$ cat config.mk
export PLATFORM = sky130hd
export DESIGN_NAME = deque_with_search_remove_core
export DESIGN_NICKNAME = d
export VERILOG_FILES = /design/src/design/dqsr_pkg.sv /design/src/design/dqsr_ram.sv /design/src/design/deque_with_search_remove_core.sv
export VERILOG_INCLUDE_DIRS = /design/src /design/src/design
export SDC_FILE = /design/constraint.sdc
export NUM_CORES = 1
export LEC_CHECK = 0
export ABC_CLOCK_PERIOD_IN_PS = 21100
export BUFFER_PORTS_ARGS = -buffer_cell sky130_fd_sc_hd__buf_2
export CAP_MARGIN = 20
export CORE_MARGIN = 1
export CORE_UTILIZATION = 45
export CTS_CLUSTER_DIAMETER = 80
export DETAILED_ROUTE_END_ITERATION = 8
export GPL_TIMING_DRIVEN = 0
export SLEW_MARGIN = 40
export SYNTH_ARGS = -nofsm -noshare
export SYNTH_HDL_FRONTEND = slang
export SYNTH_SLANG_ARGS = --single-unit
$ cat constraint.sdc
create_clock -name clk -period 21.1 [get_ports clk]
set_input_delay 1.055 -clock clk [delete_from_list [all_inputs] [get_ports clk]]
set_output_delay 1.055 -clock clk [all_outputs]
set_load 0.05 [all_outputs]
$ cat src/design/deque_with_search_remove_core_defines.svh
// ----------------------------------------------------------------------------
// Assertion macros for the deque core
// Shared same-cycle and next-cycle implication checks, reset-qualified.
// ----------------------------------------------------------------------------
`ifndef DEQUE_WITH_SEARCH_REMOVE_CORE_DEFINES_SVH
`define DEQUE_WITH_SEARCH_REMOVE_CORE_DEFINES_SVH

// Same-cycle implication: when ante holds, cons must hold too.
`define DQSR_ASSERT_IMP(name, clk_i, rst_i, ante, cons, msg) \
  name: assert property (@(posedge clk_i) disable iff (rst_i) (ante) |-> (cons)) \
    else $error(msg);

// Next-cycle implication: when ante holds, cons must hold in the next cycle.
`define DQSR_ASSERT_NXT(name, clk_i, rst_i, ante, cons, msg) \
  name: assert property (@(posedge clk_i) disable iff (rst_i) (ante) |=> (cons)) \
    else $error(msg);

`endif

$ cat src/design/dqsr_pkg.sv
// ----------------------------------------------------------------------------
// dqsr_pkg
// Beat types, operation and status codes, and defaults for the deque core.
// ----------------------------------------------------------------------------
`default_nettype none

package dqsr_pkg;

  localparam int DQSR_DEPTH       = 16;
  localparam int DQSR_VALUE_WIDTH = 32;

  localparam int FIELD_W   = 32;
  localparam int CNT_OUT_W = 5;

  // Operation codes; code 7 behaves as a query.
  localparam logic [2:0] OP_PUSH_FRONT = 3'd0;
  localparam logic [2:0] OP_PUSH_BACK  = 3'd1;
  localparam logic [2:0] OP_POP_FRONT  = 3'd2;
  localparam logic [2:0] OP_POP_BACK   = 3'd3;
  localparam logic [2:0] OP_CONTAINS   = 3'd4;
  localparam logic [2:0] OP_REMOVE     = 3'd5;
  localparam logic [2:0] OP_QUERY      = 3'd6;

  localparam logic [1:0] ST_OK        = 2'd0;
  localparam logic [1:0] ST_EMPTY     = 2'd1;
  localparam logic [1:0] ST_FULL      = 2'd2;
  localparam logic [1:0] ST_NOT_FOUND = 2'd3;

  typedef struct packed {
    logic [2:0]                op;
    logic signed [FIELD_W-1:0] value;
  } dqsr_req_t;

  typedef struct packed {
    logic [1:0]                status;
    logic                      found;
    logic signed [FIELD_W-1:0] front_value;
    logic signed [FIELD_W-1:0] back_value;
    logic [CNT_OUT_W-1:0]      entry_count;
    logic                      is_empty;
  } dqsr_rsp_t;

endpackage

`default_nettype wire

$ cat src/design/dqsr_ram.sv
// ----------------------------------------------------------------------------
// dqsr_ram
// Ring storage: one write port, one read port with registered read data.
// ----------------------------------------------------------------------------
`default_nettype none

module dqsr_ram #(
  parameter int DEPTH = 16,
  parameter int WIDTH = 32
) (
  input  wire logic                     clk,
  input  wire logic                     we,
  input  wire logic [$clog2(DEPTH)-1:0] waddr,
  input  wire logic [WIDTH-1:0]         wdata,
  input  wire logic [$clog2(DEPTH)-1:0] raddr,
  output logic      [WIDTH-1:0]         rdata
);

  logic [WIDTH-1:0] mem [DEPTH];

  always_ff @(posedge clk) begin
    if (we) begin
      mem[waddr] <= wdata;
    end
  end

  always_ff @(posedge clk) begin
    rdata <= mem[raddr];
  end

endmodule

`default_nettype wire

$ cat src/design/deque_with_search_remove_core.sv
// ----------------------------------------------------------------------------
// deque_with_search_remove_core
// Bounded double-ended queue of signed values with search and remove.
//
// Pulse start with a request beat while busy is low; the beat is taken at
// that edge and busy rises. The result beat appears on rsp for exactly one
// cycle with done high, and busy is low in that same cycle, so the next
// request may be taken there. There is no back-pressure on results: the
// receiver must capture rsp whenever done is high. Entries live in a ring
// memory with a single read port, and that port sets the timing. Push, pop
// and query make two reads that fetch front and back, then return the
// result. Contains and remove first scan one entry per cycle, then make
// the same two reads. A remove that hits at position i then closes the gap
// by reading each entry behind it and writing it back one position toward
// the front. The longest operation is a remove that hits the front entry
// of a full deque. Stored values are cut to VALUE_WIDTH bits and come back
// sign-extended. The store needs no clearing after reset; only counted
// entries are ever reported.
// ----------------------------------------------------------------------------
`default_nettype none
`include "deque_with_search_remove_core_defines.svh"

module deque_with_search_remove_core
  import dqsr_pkg::*;
#(
  parameter int DEPTH       = DQSR_DEPTH,
  parameter int VALUE_WIDTH = DQSR_VALUE_WIDTH
) (
  input  wire logic      clk,
  input  wire logic      rst,
  input  wire logic      start,
  input  wire dqsr_req_t req,
  output logic           busy,
  output logic           done,
  output dqsr_rsp_t      rsp
);

  localparam int AW    = $clog2(DEPTH);
  localparam int CNT_W = $clog2(DEPTH + 1);

  typedef enum logic [2:0] {
    S_IDLE,
    S_SCAN,
    S_SH_RD,
    S_SH_WR,
    S_RD_FRONT,
    S_RD_BACK,
    S_FIN
  } state_t;

  // Ring position of logical entry p: wrap once, since h + p < 2*DEPTH.
  function automatic logic [AW-1:0] slot(input logic [AW-1:0] h,
                                         input logic [CNT_W-1:0] p);
    logic [CNT_W:0] s;
    s = (CNT_W+1)'(h) + (CNT_W+1)'(p);
    if (s >= (CNT_W+1)'(DEPTH)) begin
      s = s - (CNT_W+1)'(DEPTH);
    end
    return s[AW-1:0];
  endfunction

  // Sign-extend a stored entry to the result field width.
  function automatic logic [FIELD_W-1:0] widen(input logic [VALUE_WIDTH-1:0] x);
    logic signed [63:0] w;
    w = 64'($signed(x));
    return w[FIELD_W-1:0];
  endfunction

  // Control state
  state_t           state;
  logic [AW-1:0]    head;
  logic [CNT_W-1:0] cnt;

  // Per-beat working registers
  logic [2:0]             op_q;
  logic [VALUE_WIDTH-1:0] key;
  logic [1:0]             status_q;
  logic                   found_q;
  logic [CNT_W-1:0]       ri;      // next scan position to read
  logic [CNT_W-1:0]       di;      // position of the data now on rdata
  logic                   dvld;    // rdata holds a scanned entry
  logic [CNT_W-1:0]       j;       // gap position during the shift
  logic [VALUE_WIDTH-1:0] front_q;

  // Memory port
  logic                   ram_we;
  logic [AW-1:0]          ram_waddr;
  logic [VALUE_WIDTH-1:0] ram_wdata;
  logic [AW-1:0]          ram_raddr;
  logic [VALUE_WIDTH-1:0] ram_rdata;

  // Decoded helpers
  logic                       accept;
  logic                       full;
  logic                       empty;
  logic [CNT_W-1:0]           cnt_m1;
  logic [CNT_W-1:0]           j_p1;
  logic [AW-1:0]              head_dec;
  logic signed [63:0]         val64;
  logic [VALUE_WIDTH-1:0]     key_in;
  logic                       hit;
  logic                       last;
  logic [CNT_W+CNT_OUT_W-1:0] cnt_ext;

  assign busy     = (state != S_IDLE);
  assign accept   = start && !busy;
  assign full     = (cnt == CNT_W'(DEPTH));
  assign empty    = (cnt == '0);
  assign cnt_m1   = cnt - CNT_W'(1);
  assign j_p1     = j + CNT_W'(1);
  assign head_dec = (head == '0) ? AW'(DEPTH - 1) : head - AW'(1);
  assign val64    = 64'($signed(req.value));
  assign key_in   = val64[VALUE_WIDTH-1:0];
  assign cnt_ext  = (CNT_W+CNT_OUT_W)'(cnt);

  // Shared compare unit: one stored entry against the key per cycle.
  assign hit  = dvld && (ram_rdata == key);
  assign last = dvld && (di == cnt_m1);

  // Read address: scan, shift source, or the front and back fetch.
  always_comb begin
    unique case (state)
      S_SCAN:    ram_raddr = slot(head, ri);
      S_SH_RD:   ram_raddr = slot(head, j_p1);
      S_RD_BACK: ram_raddr = slot(head, cnt_m1);
      default:   ram_raddr = head;
    endcase
  end

  // Write port: pushes at accept, gap closing during the shift.
  always_comb begin
    ram_we    = 1'b0;
    ram_waddr = head_dec;
    ram_wdata = key_in;
    if (state == S_SH_WR) begin
      ram_we    = 1'b1;
      ram_waddr = slot(head, j);
      ram_wdata = ram_rdata;
    end else if (accept && !full) begin
      if (req.op == OP_PUSH_FRONT) begin
        ram_we = 1'b1;
      end else if (req.op == OP_PUSH_BACK) begin
        ram_we    = 1'b1;
        ram_waddr = slot(head, cnt);
      end
    end
  end

  dqsr_ram #(
    .DEPTH (DEPTH),
    .WIDTH (VALUE_WIDTH)
  ) u_ram (
    .clk   (clk),
    .we    (ram_we),
    .waddr (ram_waddr),
    .wdata (ram_wdata),
    .raddr (ram_raddr),
    .rdata (ram_rdata)
  );

  always_ff @(posedge clk) begin
    if (rst) begin
      state <= S_IDLE;
      head  <= '0;
      cnt   <= '0;
      done  <= 1'b0;
    end else begin
      // Raise the result strobe for one cycle, as S_FIN registers the result.
      done <= (state == S_FIN);
      unique case (state)
        S_IDLE: begin
          if (start) begin
            op_q     <= req.op;
            key      <= key_in;
            found_q  <= 1'b0;
            ri       <= '0;
            di       <= '0;
            dvld     <= 1'b0;
            unique case (req.op)
              OP_PUSH_FRONT: begin
                state <= S_RD_FRONT;
                if (full) begin
                  status_q <= ST_FULL;
                end else begin
                  status_q <= ST_OK;
                  head     <= head_dec;
                  cnt      <= cnt + CNT_W'(1);
                end
              end
              OP_PUSH_BACK: begin
                state <= S_RD_FRONT;
                if (full) begin
                  status_q <= ST_FULL;
                end else begin
                  status_q <= ST_OK;
                  cnt      <= cnt + CNT_W'(1);
                end
              end
              OP_POP_FRONT: begin
                state <= S_RD_FRONT;
                if (empty) begin
                  status_q <= ST_EMPTY;
                end else begin
                  status_q <= ST_OK;
                  head     <= slot(head, CNT_W'(1));
                  cnt      <= cnt_m1;
                end
              end
              OP_POP_BACK: begin
                state <= S_RD_FRONT;
                if (empty) begin
                  status_q <= ST_EMPTY;
                end else begin
                  status_q <= ST_OK;
                  cnt      <= cnt_m1;
                end
              end
              OP_CONTAINS, OP_REMOVE: begin
                if (empty) begin
                  status_q <= ST_EMPTY;
                  state    <= S_RD_FRONT;
                end else begin
                  status_q <= ST_OK;
                  state    <= S_SCAN;
                end
              end
              default: begin
                // query and the unused code change nothing
                status_q <= ST_OK;
                state    <= S_RD_FRONT;
              end
            endcase
          end
        end

        S_SCAN: begin
          if (hit) begin
            found_q <= 1'b1;
            j       <= di;
            if (op_q == OP_REMOVE) begin
              if (di != cnt_m1) begin
                state <= S_SH_RD;
              end else begin
                cnt   <= cnt_m1;
                state <= S_RD_FRONT;
              end
            end else begin
              state <= S_RD_FRONT;
            end
          end else if (last) begin
            if (op_q == OP_REMOVE) begin
              status_q <= ST_NOT_FOUND;
            end
            state <= S_RD_FRONT;
          end else begin
            // advance the read pointer; the compare runs in the next cycle, on the registered read data
            dvld <= (ri < cnt);
            di   <= ri;
            if (ri < cnt) begin
              ri <= ri + CNT_W'(1);
            end
          end
        end

        S_SH_RD: begin
          state <= S_SH_WR;
        end

        S_SH_WR: begin
          j <= j_p1;
          if (j_p1 != cnt_m1) begin
            state <= S_SH_RD;
          end else begin
            cnt   <= cnt_m1;
            state <= S_RD_FRONT;
          end
        end

        S_RD_FRONT: begin
          state <= S_RD_BACK;
        end

        S_RD_BACK: begin
          front_q <= ram_rdata;
          state   <= S_FIN;
        end

        S_FIN: begin
          rsp.status      <= status_q;
          rsp.found       <= found_q;
          rsp.front_value <= empty ? '0 : widen(front_q);
          rsp.back_value  <= empty ? '0 : widen(ram_rdata);
          rsp.entry_count <= cnt_ext[CNT_OUT_W-1:0];
          rsp.is_empty    <= empty;
          state           <= S_IDLE;
        end

        default: begin
          state <= S_IDLE;
        end
      endcase
    end
  end

  `DQSR_ASSERT_NXT(a_accept_busy, clk, rst, start && !busy, busy, "accepted beat did not raise busy")
  `DQSR_ASSERT_IMP(a_done_idle, clk, rst, done, !busy, "result beat while still busy")
  `DQSR_ASSERT_IMP(a_empty_zero, clk, rst, done && rsp.is_empty, rsp.front_value == '0 && rsp.back_value == '0, "empty result with nonzero ends")
  `DQSR_ASSERT_IMP(a_found_ok, clk, rst, done && rsp.found, rsp.status == ST_OK, "match reported with error status")
  `DQSR_ASSERT_IMP(a_write_src, clk, rst, ram_we, accept || state == S_SH_WR, "store written outside push or shift")

endmodule

`default_nettype wire
### Yosys cells after proc, flatten, opt, wreduce, memory -nomap -nowiden

Memory sizes are Yosys's and may differ from the RTL's. A register that Yosys moved wholly into a read port is not among the register bits.
Index checks and enable logic that the tools add are counted.

* latch bits: 0
* RAM bits: 512
* output and inout port bits: 75
* memories kept: 1
* flip-flop bits (word level): 172
* logic and storage cells: 171
* input port bits: 38
* ROM bits: 0

Memories
* u_ram.mem: words 16, bits a word 32, rd ports 1, clocked after memory_dff 1, wr ports 1, line dqsr_ram.sv:19 `logic [WIDTH-1:0] mem [DEPTH];`

* equal/unequal tests: 32
* bitwise logic cells: 1
* $mul: 0
* muxes and demuxes: 64
* divide/modulo/power cells: 0
* reduce and logical (&&, ||, !) cells: 30
* shift-type cells: 0
* order comparisons: 7
* add/sub/neg operators: 17

Operator list (number)
* 2-to-1 mux 5 bit: 14
* 2-to-1 mux 4 bit: 13
* one-hot mux 5 bit (2 select lines): 4
* equality test 32 bit: 1
* 2-to-1 mux 32 bit: 1
* adder 4 x 5 -> 6 bit: 5
* >= comparator 6 x 5 -> 1 bit, second input constant: 5
* subtractor 4 x 1 -> 4 bit, second input constant: 7
* 2-to-1 mux 3 bit: 8
* inequality test 2 bit, second input constant: 11
* equality test 3 bit, second input constant: 6
* one-hot mux 3 bit (6 select lines): 1
* adder 5 x 1 -> 5 bit, second input constant: 3
* one-hot mux 5 bit (3 select lines): 1
* equality test 3 x 2 -> 1 bit, second input constant: 4
* inequality test 3 bit, second input constant: 4
* one-hot mux 4 bit (3 select lines): 1
* AND reduction 6 bit: 2
* 2-to-1 mux 1 bit: 11
* 2-to-1 mux 2 bit: 5
* inequality test 5 bit: 2
* AND reduction 5 bit: 2
* AND reduction 9 bit: 1
* one-hot mux 2 bit (2 select lines): 2
* 22 further kinds: 37

### Logic depth before layout (Yosys ltp)

Gate-level depths: netlist (run 1).

* word-level depth: 8
* depth in mapped cells: 17
* depth with buffers taken out: 14

### Cells and area by module

A second synthesis (run 1) with hierarchy kept.

* cells, all modules: 1466
* area total of the unflattened synthesis: 27988.1 um2

By module, submodules not included
* dqsr_ram: cells an instance 838, area an instance 19835.3 um2, sequential area each 16015.4 um2, times used 1
* deque_with_search_remove_core: cells an instance 628, area an instance 8152.8 um2, sequential area each 5034.8 um2, times used 1

### Worst setup path after synthesis (run 1)

Ideal clock, no wire load.

* kind: input to register
* start point: in rst
* end point: reg rsp[0] in the netlist's numbering (enable)
* buffers on the path: 1
* arrival: 8775 ps
* stages on the path: 2
* slack: 11615 ps
* library setup time: 710 ps
* required time: 20390 ps
* cells stage by stage: clkbuf_1 > nor4b_1

* cells in the longest elaborated chain, start to end: 2

Ends and longest elaborated chain
* start: declaration: line deque_with_search_remove_core.sv:30 `input wire logic rst,`
* NOT 1 bit (no source line)
* AND reduction 2 bit (no source line)
* end: declaration: line deque_with_search_remove_core.sv:35 `output dqsr_rsp_t rsp`

Every way passes these cells.
A chain may end at the register's enable or synchronous reset.

### Final worst setup path (run 1)

* start point: reg state[0]
* end point: reg u_ram.rdata[1], read port of u_ram.mem

* cells in the longest elaborated chain, start to end: 2
* elaborated cells on any way between the ends: 4
* those cells by class: eq/ne (3); mux (1)

Ends and longest elaborated chain
* start: declaration: line deque_with_search_remove_core.sv:70 `state_t state;`
* start signal: assignment: line deque_with_search_remove_core.sv:163 `state <= S_IDLE;`
* start signal: assignment: line deque_with_search_remove_core.sv:181 `state <= S_RD_FRONT;`
* start signal: assignment: line deque_with_search_remove_core.sv:191 `state <= S_RD_FRONT;`
* equality test 3 bit, or another cell as far along: line deque_with_search_remove_core.sv:122 `unique case (state)`
* one-hot mux 4 bit (3 select lines) *: line deque_with_search_remove_core.sv:122
* end: declaration: line dqsr_ram.sv:16 `output logic [WIDTH-1:0] rdata`

Every way passes the cells marked *; elsewhere a longest branch is shown, timed or not.

==> results.py, run 1 <==
metrics = {
    "timing": {
        "tns_ps": 0,
        "finalWorstSetupSlack_ps": 15840,
        "hold_viol": 0,
        "timing.final.crit_share": 0.249,
        "finClkSkew_ps": 28.5,
        "clock.fmax_ghz": 0.190,
        "rsz0062_at_grt": "no",
        "worst_hold_slack_ps": 422,
        "worstMarginPinSlew_ps": 831,
        "relSlewSlack": 0.446,
        "finalSetupViolCount": 0,
        "fin_crit_ps": 5260,
        "drv_slew": 0,
    },
    "floorplan": {
        "rows": 92,
        "die_h_um": 256,
        "num_io_pins": 113,
        "die-area_um2": 65500,
        "fp.dieW_um": 256,
        "start_util": 0.457,
        "core_region_area_um2": 63400,
    },
    "global_routing": {
        "grt_max_degree": 19,
        "antenna_found_initial": 0,
        "grt_pass1_wl_mm": 116,
        "grt_pass1_vias": 18332,
        "overflow": 0,
        "track_usage": 0.239,
    },
    "synthesis": {
        "synth-async-reset-ratio": 0,
        "synthCells": 2163,
        "synth-main-ff-cell": "edfxtp_1",
        "synth_area_leaders": "edfxtp_1 (69%), nand2_1 (6.5%), dfxtp_1 (3.1%), nand3_1 (2.5%), a311oi_1 (1.9%)",
        "synth-seq-area-share": 0.726,
        "syn_nets": 2223,
        "syn_area_per_cell_um2": 13.4,
        "ys_seq_elements": 716,
        "synth_top_area_frac": 0.695,
        "synth_cell_types": 61,
        "synth_edf_count": 671,
        "synth_warnings": 0,
        "synth_top_cell_by_area": "edfxtp_1",
        "synth_area_um2": 29000,
    },
    "flow_run": {
        "maxCapViolCount": 0,
    },
    "power_and_ir_drop": {
        "seqPwrFrac": 0.405,
        "total_power_mw": 4.39,
        "clkPwrFrac": 0.288,
        "p_int_mw": 2.83,
        "ir_drop_mv": 0.0613,
        "p_sw_mw": 1.55,
        "p_sw_frac": 0.354,
        "pwr-share-comb": 0.306,
        "p_leak_nw": 11.9,
        "power_per_cell_area_nw_per_um2": 129,
    },
    "finish": {
        "seq_area_um2": 21100,
        "nNetsFinal": 2464,
        "design_area_um2": 34000,
        "instances_no_fill": 3310,
        "fillCellCount": 5211,
        "n_antenna_cell": 0,
        "drive_gt1_frac": 0.135,
        "postLayoutCoreUtil": 0.536,
        "multiInputGateArea_um2": 7520,
        "area_delta_synth_final_pct": 17.1,
    },
    "placement": {
        "port_buffers": 112,
        "dp_cells": 3175,
        "dp_slack_ps": 15990,
        "place_congestion": 0.878,
        "dp_hpwl_mm": 55.6,
        "place_area_um2": 31600,
    },
    "drt": {
        "avgRoutedWirePerCell_um": 23.6,
        "dr.pass1.iters": 6,
        "drtIter0Drc": 1974,
        "drc": 0,
        "finalWirelength_mm": 78.0,
        "ant_nets": 0,
        "via_per_inst": 5.66,
        "vias": 18722,
    },
    "cts": {
        "numCtsBuffers": 73,
        "clkTransAtPathRegs_ps": 60,
        "cts_resized": 0,
        "root_buffer": "clkbuf_16",
        "h-tree-depth": 3,
        "clock_latency_ps": 620,
        "cts_hold_buf": 0,
        "cts_setup_buffers": 0,
        "clock_sinks": 716,
        "cts_tree": "built",
        "clockBufferDepth": 3,
    },
    "critical_path": {
        "worstSetupStartpointType": "flop",
        "worstPathMaxFanout": 10,
        "cp_data_required_time_ps": 21580,
        "cp.arrival_ps": 5740,
        "critPathCaptureType": "flop",
        "rr_worst_depth": 14,
        "crit_type": "reg -> reg",
    },
    "outcome": {
        "status": "complete, no violations",
    },
    "min_path": {
        "min_path_cells": 0,
        "min_path_type": "reg -> reg",
    },
}
-- synthesized netlist by cell type, types with 2 or more instances --
library cell,instances
buf_6,2
inv_1,17
a21boi_0,3
nor3_1,14
ha_1,19
a21o_1,4
mux2i_1,38
o22ai_1,5
o311a_1,2
o21ai_0,22
or3_1,3
nand3_1,144
nor2b_1,69
o31ai_1,7
a21oi_1,20
a31oi_1,70
o21a_1,2
and3_1,66
buf_1,10
nand4_1,9
nand2_1,501
nand2b_1,6
a211oi_1,66
a311oi_1,64
nor4b_1,3
mux2_2,4
or4_1,4
buf_2,15
fa_1,3
xor2_1,16
nor2_1,40
dfxtp_1,45
and2_1,9
xnor2_1,45
edfxtp_1,671
clkbuf_1,115
nor3b_1,4
nor4_1,3
-- cells by family (layout without fill, tap and decap cells) --
kind of cell / Yosys count / count (layout) / synth area share
simple gates: 884 / 884 / 0.139
compound gates: 278 / 278 / 0.0693
buf+inv: 159 / 460 / 0.0217
xor+xnor: 62 / 62 / 0.0192
flops: 716 / 716 / 0.726
mux: 42 / 42 / 0.0147
fa+ha+maj: 22 / 22 / 0.0103
-- layout make-up --
class / instances / area share
Inverter: 17 / 0.00188
Clock buffer: 102 / 0.0591
Multi-Input combinational cell: 1288 / 0.221
Sequential cell: 716 / 0.620
Tap cell: 846 / 0.0312
Buffer: 142 / 0.0168
Clock inverter: 33 / 0.00987
Timing Repair Buffer: 166 / 0.0402
-- final timing paths --
kind | slack [ps] | startpoint | endpoint
max | 15840 | state[0] | u_ram.rdata[1]
min | 420 | status_q[1] | rsp[72]
max reg2reg | 15840 | state[0] | u_ram.rdata[1]
min reg2reg | 420 | status_q[1] | rsp[72]
-- flip-flops by register name (all words and copies together) (netlist names), 5 cells and up --
name and flops:
cnt 5, ri 5, u_ram.mem 512, key 32, u_ram.rdata 32, front_q 32
di 5, j 5, rsp 73
-- critical path, stage by stage, from the launching register on --
cell	delay, ps
dfxtp_1	400
clkbuf_1	400
clkbuf_1	350
clkbuf_1	400
a2bb2oi_1	120
o31ai_1	130
ha_1	250
inv_1	60
fa_1	470
o21ai_1	530
clkbuf_1	680
clkbuf_1	680
a311oi_1	290
a31oi_1	260
mux2i_1	100
-- power groups by stage --
stage / clock network (mW) / registers [mW] / logic (mW)
2_1_floorplan: 0 / 1.76 / 0.852
3_3_place_gp: 0 / 1.80 / 1.29
3_5_place_dp: 0 / 1.80 / 1.33
4_1_cts: 1.28 / 1.77 / 1.34
5_1_grt: 1.34 / 1.78 / 1.45
6_report: 1.26 / 1.78 / 1.34
-- routing by layer --
layer  global-route usage  vias to the layer above  part of all wire
met2                0.393                      839              0.48
met3               0.0419                      110             0.086
met1                0.323                     9247              0.41
li1                     -                     8526                 -
met5                    0                        -                 0
met4               0.0732                        0             0.023
-- placed cells by master, fill, tap and decap left out, types with 20 or more instances in the layout --
cell type,instances
edfxtp_1,671
nand2_1,501
buf_2,145
nand3_1,144
clkbuf_1,136
clkbuf_16,74
nor2b_1,69
and3_1,66
a211oi_1,66
a31oi_1,66
a311oi_1,64
dfxtp_1,45
xnor2_1,44
mux2i_1,38
nor2_1,23
o21ai_0,21
a21oi_1,20
Power figures use the tool's default switching activity.
==> run 2: changes to the inputs <==
--- a/config.mk
+++ b/config.mk
@@ -6,7 +6,8 @@
 export SDC_FILE = /design/constraint.sdc
 export NUM_CORES = 1
 export LEC_CHECK = 0
-export ABC_CLOCK_PERIOD_IN_PS = 21100
+export ABC_AREA = 1
+export ABC_CLOCK_PERIOD_IN_PS = 5400
 export BUFFER_PORTS_ARGS = -buffer_cell sky130_fd_sc_hd__buf_2
 export CAP_MARGIN = 20
 export CORE_MARGIN = 1
==> constraint.sdc (replaced) <==
create_clock -name clk -period 5.4 [get_ports clk]
set_input_delay 0.27 -clock clk [delete_from_list [all_inputs] [get_ports clk]]
set_output_delay 0.27 -clock clk [all_outputs]
set_load 0.05 [all_outputs]
==> results.py, run 2 <==
metrics = {
    "outcome": {
        "status": "complete, no violations",
    },
    "drt": {
        "via_per_inst": 5.49,
        "avgRoutedWirePerCell_um": 22.8,
        "drc": 0,
        "finalWirelength_mm": 83.8,
        "drtIter0Drc": 2338,
        "dr.pass1.iters": 6,
        "vias": 20201,
        "ant_nets": 0,
    },
    "timing": {
        "hold_viol": 0,
        "worstMarginPinSlew_ps": 780,
        "finalWorstSetupSlack_ps": 1220,
        "tns_ps": 0,
        "drv_slew": 0,
        "finalSetupViolCount": 0,
        "worst_hold_slack_ps": 122,
        "timing.final.crit_share": 0.773,
        "rsz0062_at_grt": "no",
        "clock.fmax_ghz": 0.240,
        "fin_crit_ps": 4180,
        "finClkSkew_ps": 22.1,
        "relSlewSlack": 0.480,
    },
    "cts": {
        "cts_setup_buffers": 0,
        "h-tree-depth": 3,
        "clkTransAtPathRegs_ps": 60,
        "numCtsBuffers": 74,
        "clock_sinks": 716,
        "root_buffer": "clkbuf_16",
        "cts_tree": "built",
        "cts_hold_buf": 35,
        "clockBufferDepth": 3,
        "cts_resized": 0,
        "clock_latency_ps": 630,
    },
    "synthesis": {
        "synth_top_cell_by_area": "edfxtp_1",
        "synth_area_leaders": "edfxtp_1 (68%), nand2_1 (5.8%), o21ai_0 (4.8%), o21bai_1 (3.2%), dfxtp_1 (3.0%)",
        "syn_area_per_cell_um2": 11.9,
        "synth_area_um2": 29500,
        "ys_seq_elements": 716,
        "synth-seq-area-share": 0.713,
        "netlist_top_cells_count": "edfxtp_1 (671), nand2_1 (460), o21ai_0 (284), nor2_1 (223), inv_1 (181)",
        "syn_nets": 2533,
        "synth_edf_count": 671,
        "synth_top_area_frac": 0.682,
        "synth-async-reset-ratio": 0,
        "synthCells": 2473,
        "synth_warnings": 0,
        "synth.most_common_cell": "edfxtp_1",
        "synth-main-ff-cell": "edfxtp_1",
        "synth_cell_types": 41,
    },
    "placement": {
        "place_congestion": 0.875,
        "dp_cells": 3506,
        "port_buffers": 111,
        "dp_hpwl_mm": 59.3,
        "place_area_um2": 32400,
        "dp_slack_ps": 1340,
    },
    "critical_path": {
        "r2r_slack_ps": 1220,
        "cp_cell_sequence": "nand2_1 > nor2_2 > nor2_1 > inv_1 > o22ai_1 > inv_1 > ha_1 > inv_1 > fa_1 > xnor2_1 > nand2_1 > o21ai_0 > buf_2 > buf_1 > nand2_1 > nand2_1 > nand2_1 > nand2_1",
        "critPathCaptureType": "flop",
        "worstPathMaxFanout": 10,
        "r2r_start": "state[0]",
        "cp.arrival_ps": 4720,
        "r2r_end": "u_ram.rdata[15]",
        "rr_worst_depth": 18,
        "slowest_delay_ps": 600,
        "cp_common_cell": "nand2_1",
        "crit_type": "reg -> reg",
        "crit_slowest_cell": "buf_1",
        "worstSetupStartpointType": "flop",
        "cp_data_required_time_ps": 5940,
    },
    "finish": {
        "n_antenna_cell": 0,
        "final_common_cell": "edfxtp_1",
        "nNetsFinal": 2822,
        "area_delta_synth_final_pct": 19.0,
        "regMostFlops": "u_ram.mem",
        "top_regs": "u_ram.mem (512), rsp (73)",
        "postLayoutCoreUtil": 0.543,
        "layout_common_cells": "edfxtp_1 (671), nand2_1 (460), o21ai_0 (259), nor2_1 (206), buf_2 (187)",
        "design_area_um2": 35200,
        "largest_reg_flops": 512,
        "instances_no_fill": 3677,
        "drive_gt1_frac": 0.156,
    },
    "power_and_ir_drop": {
        "p_sw_frac": 0.379,
        "pwr-share-comb": 0.340,
        "ir_drop_mv": 0.218,
        "power_per_cell_area_nw_per_um2": 517,
        "p_leak_nw": 13.2,
        "seqPwrFrac": 0.378,
        "clkPwrFrac": 0.282,
        "p_sw_mw": 6.88,
        "total_power_mw": 18.2,
        "p_int_mw": 11.3,
    },
    "global_routing": {
        "overflow": 0,
        "grt_max_degree": 23,
        "grt_pass1_wl_mm": 123,
        "track_usage": 0.251,
        "antenna_found_initial": 1,
        "grt_pass1_vias": 19778,
    },
    "min_path": {
        "min_path_cells": 3,
        "hold_start": "start",
        "min_path_type": "in -> reg",
        "holdPathEnd": "op_q[1]",
    },
    "flow_run": {
        "maxCapViolCount": 0,
    },
    "floorplan": {
        "rows": 93,
        "start_util": 0.457,
        "die_h_um": 258,
        "num_io_pins": 113,
        "fp.dieW_um": 258,
        "core_region_area_um2": 64700,
        "die-area_um2": 66700,
    },
}
run 2: cell types whose count changed after synthesis, sizes merged, moves of 62 or more:
cell | before | now
o21ai | 24 | 324
nor2 | 40 | 228
inv | 17 | 189
o21bai | 0 | 126
clkbuf | 115 | 29
a31oi | 70 | 1
nor2b | 69 | 0
and3 | 67 | 0
buf | 27 | 93
a211oi | 66 | 2
a311oi | 64 | 0
o22ai | 5 | 67
run 2: worst max-delay path by stage:
stage	start	end	slack, ps	depth (start not counted)
final	state[0]	u_ram.rdata[15]	1220	18
after global routing	cnt[0]	u_ram.rdata[15]	1000	18
after CTS	cnt[0]	u_ram.rdata[15]	1310	18
after detailed placement	cnt[0]	u_ram.rdata[15]	1340	18
after global placement	cnt[0]	u_ram.mem[4][27]	-340	9
after floorplan	rst	rsp[0]	1590	2
run 2: layer usage:
layer	share of wire	routed length, um	up-vias	GRT usage
met2	0.47	39700	931	0.410
met1	0.41	34500	9830	0.339
met5	0	0	-	0
met3	0.086	7250	153	0.0446
li1	-	-	9287	-
met4	0.028	2340	0	0.0846
run 2: critical path, delay by kind of cell (launching register included):
family                     cells  cell delay, ps
adders and majority gates      2             550
buffers and inverters          5            1300
xor gates and xnor gates       1             160
and+or+nand+nor                8            1340
DFF                            1             440
AOI/OAI and AO/OA              2             310
run 2: cells by family (layout without fill, tap and decap cells):
| kind of cell | after synthesis | after routing | share of synthesized area |
|---|---|---|---|
| simple gates | 845 | 845 | 0.116 |
| flops | 716 | 716 | 0.713 |
| compound gates | 551 | 551 | 0.108 |
| buf+inv | 311 | 660 | 0.0442 |
| xor+xnor | 28 | 28 | 0.00830 |
| fa+ha+maj | 22 | 22 | 0.0101 |
run 2: power by group through the flow:
stage | Sequential, mW | Clock [mW] | Combinational [mW]
final | 6.87 | 5.14 | 6.17
after global routing | 6.90 | 5.39 | 6.72
after CTS | 6.87 | 5.20 | 6.07
after detailed placement | 6.98 | 0 | 6.03
after global placement | 6.99 | 0 | 5.84
after floorplan | 6.89 | 0 | 3.69
run 2: area by class of cell:
type | count | area [um^2]
repair buffers | 213 | 1880
clock inverters | 39 | 418
well taps | 855 | 1070
plain buffers | 122 | 598
fillers | 5499 | 29500
flip-flops and latches | 716 | 21100
multi-input cells | 1446 | 7430
inverters | 189 | 709
clock buffers | 97 | 2000
